## config.mk

```make
export PLATFORM = sky130hd
export DESIGN_NAME = tdrm_ram
export DESIGN_NICKNAME = d
export VERILOG_FILES = /design/src/tdrm_ram.sv
export SDC_FILE = /design/constraint.sdc
export NUM_CORES = 1
export LEC_CHECK = 0
export ABC_AREA = 1
export BUFFER_PORTS_ARGS = -buffer_cell sky130_fd_sc_hd__clkbuf_2
export CAP_MARGIN = 30
export CORE_ASPECT_RATIO = 1.1
export CORE_MARGIN = 2
export CORE_UTILIZATION = 45
export CTS_BUF_LIST = sky130_fd_sc_hd__clkbuf_8
export DETAILED_ROUTE_END_ITERATION = 10
export MAX_ROUTING_LAYER = met4
export SYNTH_ARGS = -nofsm -noshare
export SYNTH_HDL_FRONTEND = slang
export SYNTH_SLANG_ARGS = --single-unit
export TNS_END_PERCENT = 30
```

## constraint.sdc

```tcl
create_clock -name clk -period 1.4 [get_ports clk]
set_input_delay 0.28 -clock clk [delete_from_list [all_inputs] [get_ports clk]]
set_output_delay 0.28 -clock clk [all_outputs]
set_load 0.01 [all_outputs]
```

## src/tdrm_ram.sv

```systemverilog
// Generic single-write, single-read RAM with a registered read port.
// Stand-alone; holds the descriptor ring storage.
module tdrm_ram #(
    parameter int WIDTH = 8,
    parameter int DEPTH = 16
) (
    input  logic                                        clk,
    input  logic                                        we,
    input  logic [((DEPTH > 1) ? $clog2(DEPTH) : 1)-1:0] waddr,
    input  logic [WIDTH-1:0]                            wdata,
    input  logic                                        re,
    input  logic [((DEPTH > 1) ? $clog2(DEPTH) : 1)-1:0] raddr,
    output logic [WIDTH-1:0]                            rdata
);

    logic [WIDTH-1:0] mem [DEPTH];
    logic [WIDTH-1:0] rdata_reg;

    always_ff @(posedge clk)
    begin
        if (we)
            mem[waddr] <= wdata;
        if (re)
            rdata_reg <= mem[raddr];
    end

    assign rdata = rdata_reg;

endmodule

```

; ---- After elaboration in Yosys (flattened, before gate mapping)
; Memories as Yosys holds them, arrays and structs flattened. A register that Yosys moved wholly into a read port is not among the register bits.
; Index checks and enable logic that the tools add are counted.
[word_totals]
regBits = 0
ramBits = 128
in_bits = 19
out_inout_bits = 8
elab_cells = 3
memories = 1
[classes]
mux = 2
[memory_table]
columns = name, words, word_bits, rd, rd_clocked_by_memory_dff, wr, line
row1 = mem, 16, 8, 1, 1, 1, 16  ; logic [WIDTH-1:0] mem [DEPTH];
[ops]
columns = cell, count
row1 = 1-bit two-way mux, 2

; ---- Logic depth before layout (Yosys ltp)
[logic_depth]
word_depth = 2
mapped_depth = 8

; ---- Least setup slack after synthesis
; Ideal clock, no wire load.
[synth_timing]
kind = input to register
start = in waddr[2] (netlist name)
end = mem mem[10][0] (enable)
arrival_time_ns = 0.861
t_required_ns = 1.030
path_slack_ns = 0.169
cell_stages = 2
path_buffers = 0
path_cell_list = nand3b_1 > nor2_1
[synth_rtl]
columns = element, line
row1 = "start, declared", 9  ; input logic [((DEPTH > 1) ? $clog2(DEPTH) : 1)-1:0] waddr,
row2 = "end, declared", 16
; No word-level cell before the write port.

; ---- Final worst setup path
[layout_timing]
start = reg rdata_reg[2] (netlist: rdata[2]) (read register of mem)
end = out rdata[2]
[layout_rtl]
columns = element, line
row1 = "start, declared", 17  ; logic [WIDTH-1:0] rdata_reg;
row2 = "end, declared", 13  ; output logic [WIDTH-1:0] rdata
; No word-level cell between the ends.

==> flow_summary.json <==
{
  "outcome": "completed",
  "setup_violations": 0,
  "p_leak_nw": 2.90,
  "critical_path_class": "reg2out",
  "grt_pass1_vias": 3857,
  "final_nets": 615,
  "wl_per_cell_um": 17.1,
  "synth.top_cells.by_area": "edfxtp_1, nand2_1, nand3_1",
  "cts_hold_buf": 0,
  "clk_pin_slew_ns": 0.08,
  "core_area_um2": 12600,
  "avgSynthCellArea_um2": 10.6,
  "netlist_area_um2": 5850,
  "cap_viol_max_count": 0,
  "post_dp_cell_area_um2": 6240,
  "start_util": 0.462,
  "area_delta_synth_final_pct": 13.6,
  "antenna_found_initial": 0,
  "via_count": 3878,
  "final_hold_viol_count": 0,
  "crit_path_end_kind": "output port",
  "routed_wl_um": 13100,
  "p_total_mw": 8.48,
  "finalCritPeriodShare": 0.898,
  "syn_inst": 551,
  "synth-seq-cells": 136,
  "cp_max_fo": 1,
  "fillers": 1126,
  "grt_pass1_wl_um": 21000,
  "cts-root-buf": "clkbuf_8",
  "cellPowerDensity_nw_per_um2": 1280,
  "drt_iter0_drc": 255,
  "clkSinkCount": 136,
  "synth_warnings": 0,
  "synthDistinctLibCells": 11,
  "largest_reg_flops": 128,
  "diodes": 0,
  "required_ns": 1.12,
  "gp_congestion": 0.785,
  "critical_path_buf_inv_count": 1,
  "grt_setup_unrepaired": "no",
  "critPathMaxStageDelay_ns": 0.40,
  "setup_ws_ns": 0.143,
  "seq_area_frac_synth": 0.698,
  "maxSlewViolCount": 0,
  "post-place-ws_ns": -0.144,
  "htree_levels": 4,
  "cts_buffers": 17,
  "crit_family": "flip-flops",
  "rows": 43,
  "critical_path.startpoint_type": "flop",
  "peakVddDrop_mv": 0.584,
  "insertion_delay_ns": 0.43,
  "final_cell_mix": "nand2_1, edfxtp_1, inv_1, nand3_1, clkbuf_2",
  "register_area_um2": 4080,
  "post_cts.repair.setup_buffers": 0,
  "utilization": 0.525,
  "die_height_um": 124,
  "synth_top_cell_area_share": 0.698,
  "drive_above_1_share": 0.126,
  "relSlewSlack": 0.579,
  "vias_per_cell": 5.06,
  "cts_buffer_depth": 2,
  "grt_max_degree": 65,
  "synth_top_cell_by_area": "edfxtp_1",
  "finalCriticalPeriod_ns": 1.26,
  "tightest_slew_ns": 0.631,
  "hold_class": "in2reg",
  "path_cells": "clkbuf_2",
  "io_pins": 27,
  "dieArea_um2": 13900,
  "final_antenna_net_count": 0,
  "gr-total-overflow": 0,
  "crit_slowest_cell": "edfxtp_1",
  "drt_pass1_iterations": 5,
  "synth_fp_nets": 570,
  "final_area_um2": 6640,
  "die_w_um": 113,
  "fmax_ghz": 0.795,
  "multi_input_area_um2": 1210,
  "cts_tree": "yes",
  "cts_resized": 0,
  "layout_commonest_cell": "nand2_1",
  "cp.arrival_ns": 0.98,
  "dpl.hpwl_um": 8190,
  "drc": 0,
  "skew_ns": 0.0120,
  "gr-usage-all-layers": 0.213,
  "port_buffers": 26
}
layout make-up:
| class | instances | area share |
|---|---|---|
| clock buffer | 17 | 0.0352 |
| timing repair buffer | 50 | 0.0543 |
| tap | 157 | 0.0296 |
| inverter | 102 | 0.0577 |
| multi-input combinational | 289 | 0.183 |
| sequential | 136 | 0.615 |
| clock inverter | 15 | 0.0254 |
logic make-up after synthesis:
kind of cell,synth area share
AND/OR/NAND/NOR,0.208
flip-flops,0.698
buffers and inverters,0.0939
synth_stat cells:
library cell,count
buf_6,6
buf_1,1
nand3b_1,2
nor2_1,17
buf_2,13
edfxtp_1,136
nand2_1,173
nand3_1,97
buf_4,4
inv_1,100
inv_2,2
per-layer routing:
| metal | GRT usage | up-vias | part of all wire |
|---|---|---|---|
| li1 | - | 1869 | - |
| met1 | 0.265 | 1879 | 0.43 |
| met2 | 0.345 | 120 | 0.50 |
| met3 | 0.0544 | 10 | 0.054 |
| met4 | 0.0686 | 0 | 0.012 |
| met5 | - | - | 0 |
through the flow:
stage | TNS [ns] | hold slack, ns | cells
floorplan | 0 | 0.379 | 551
global placement | -0.829 | 0.701 | 734
detailed placement | -1.01 | 0.702 | 734
CTS | 0 | 0.228 | 766
global route | 0 | 0.222 | 766
finish | 0 | 0.250 | 766
worst paths after layout:
| kind | startpoint | endpoint | slack (ns) | cells after the start |
|---|---|---|---|---|
| max | rdata[2] | rdata[2] | 0.14 | 1 |
| min | re | rdata[5] | 0.25 | 1 |
| min reg2reg | mem[14][4] | rdata[4] | 0.75 | 6 |
| max reg2reg | mem[5][1] | rdata[1] | 0.25 | 6 |
report_power, final:
part / internal, mW / switching [mW] / total [mW] / leakage [nW]
Combinational: 0.175 / 0.403 / 0.578 / 1.44
Sequential: 4.58 / 0.0235 / 4.61 / 1.24
Clock: 1.88 / 1.41 / 3.30 / 0.217
Total: 6.64 / 1.84 / 8.48 / 2.90
Note: power is estimated with default switching activity, not from simulation.
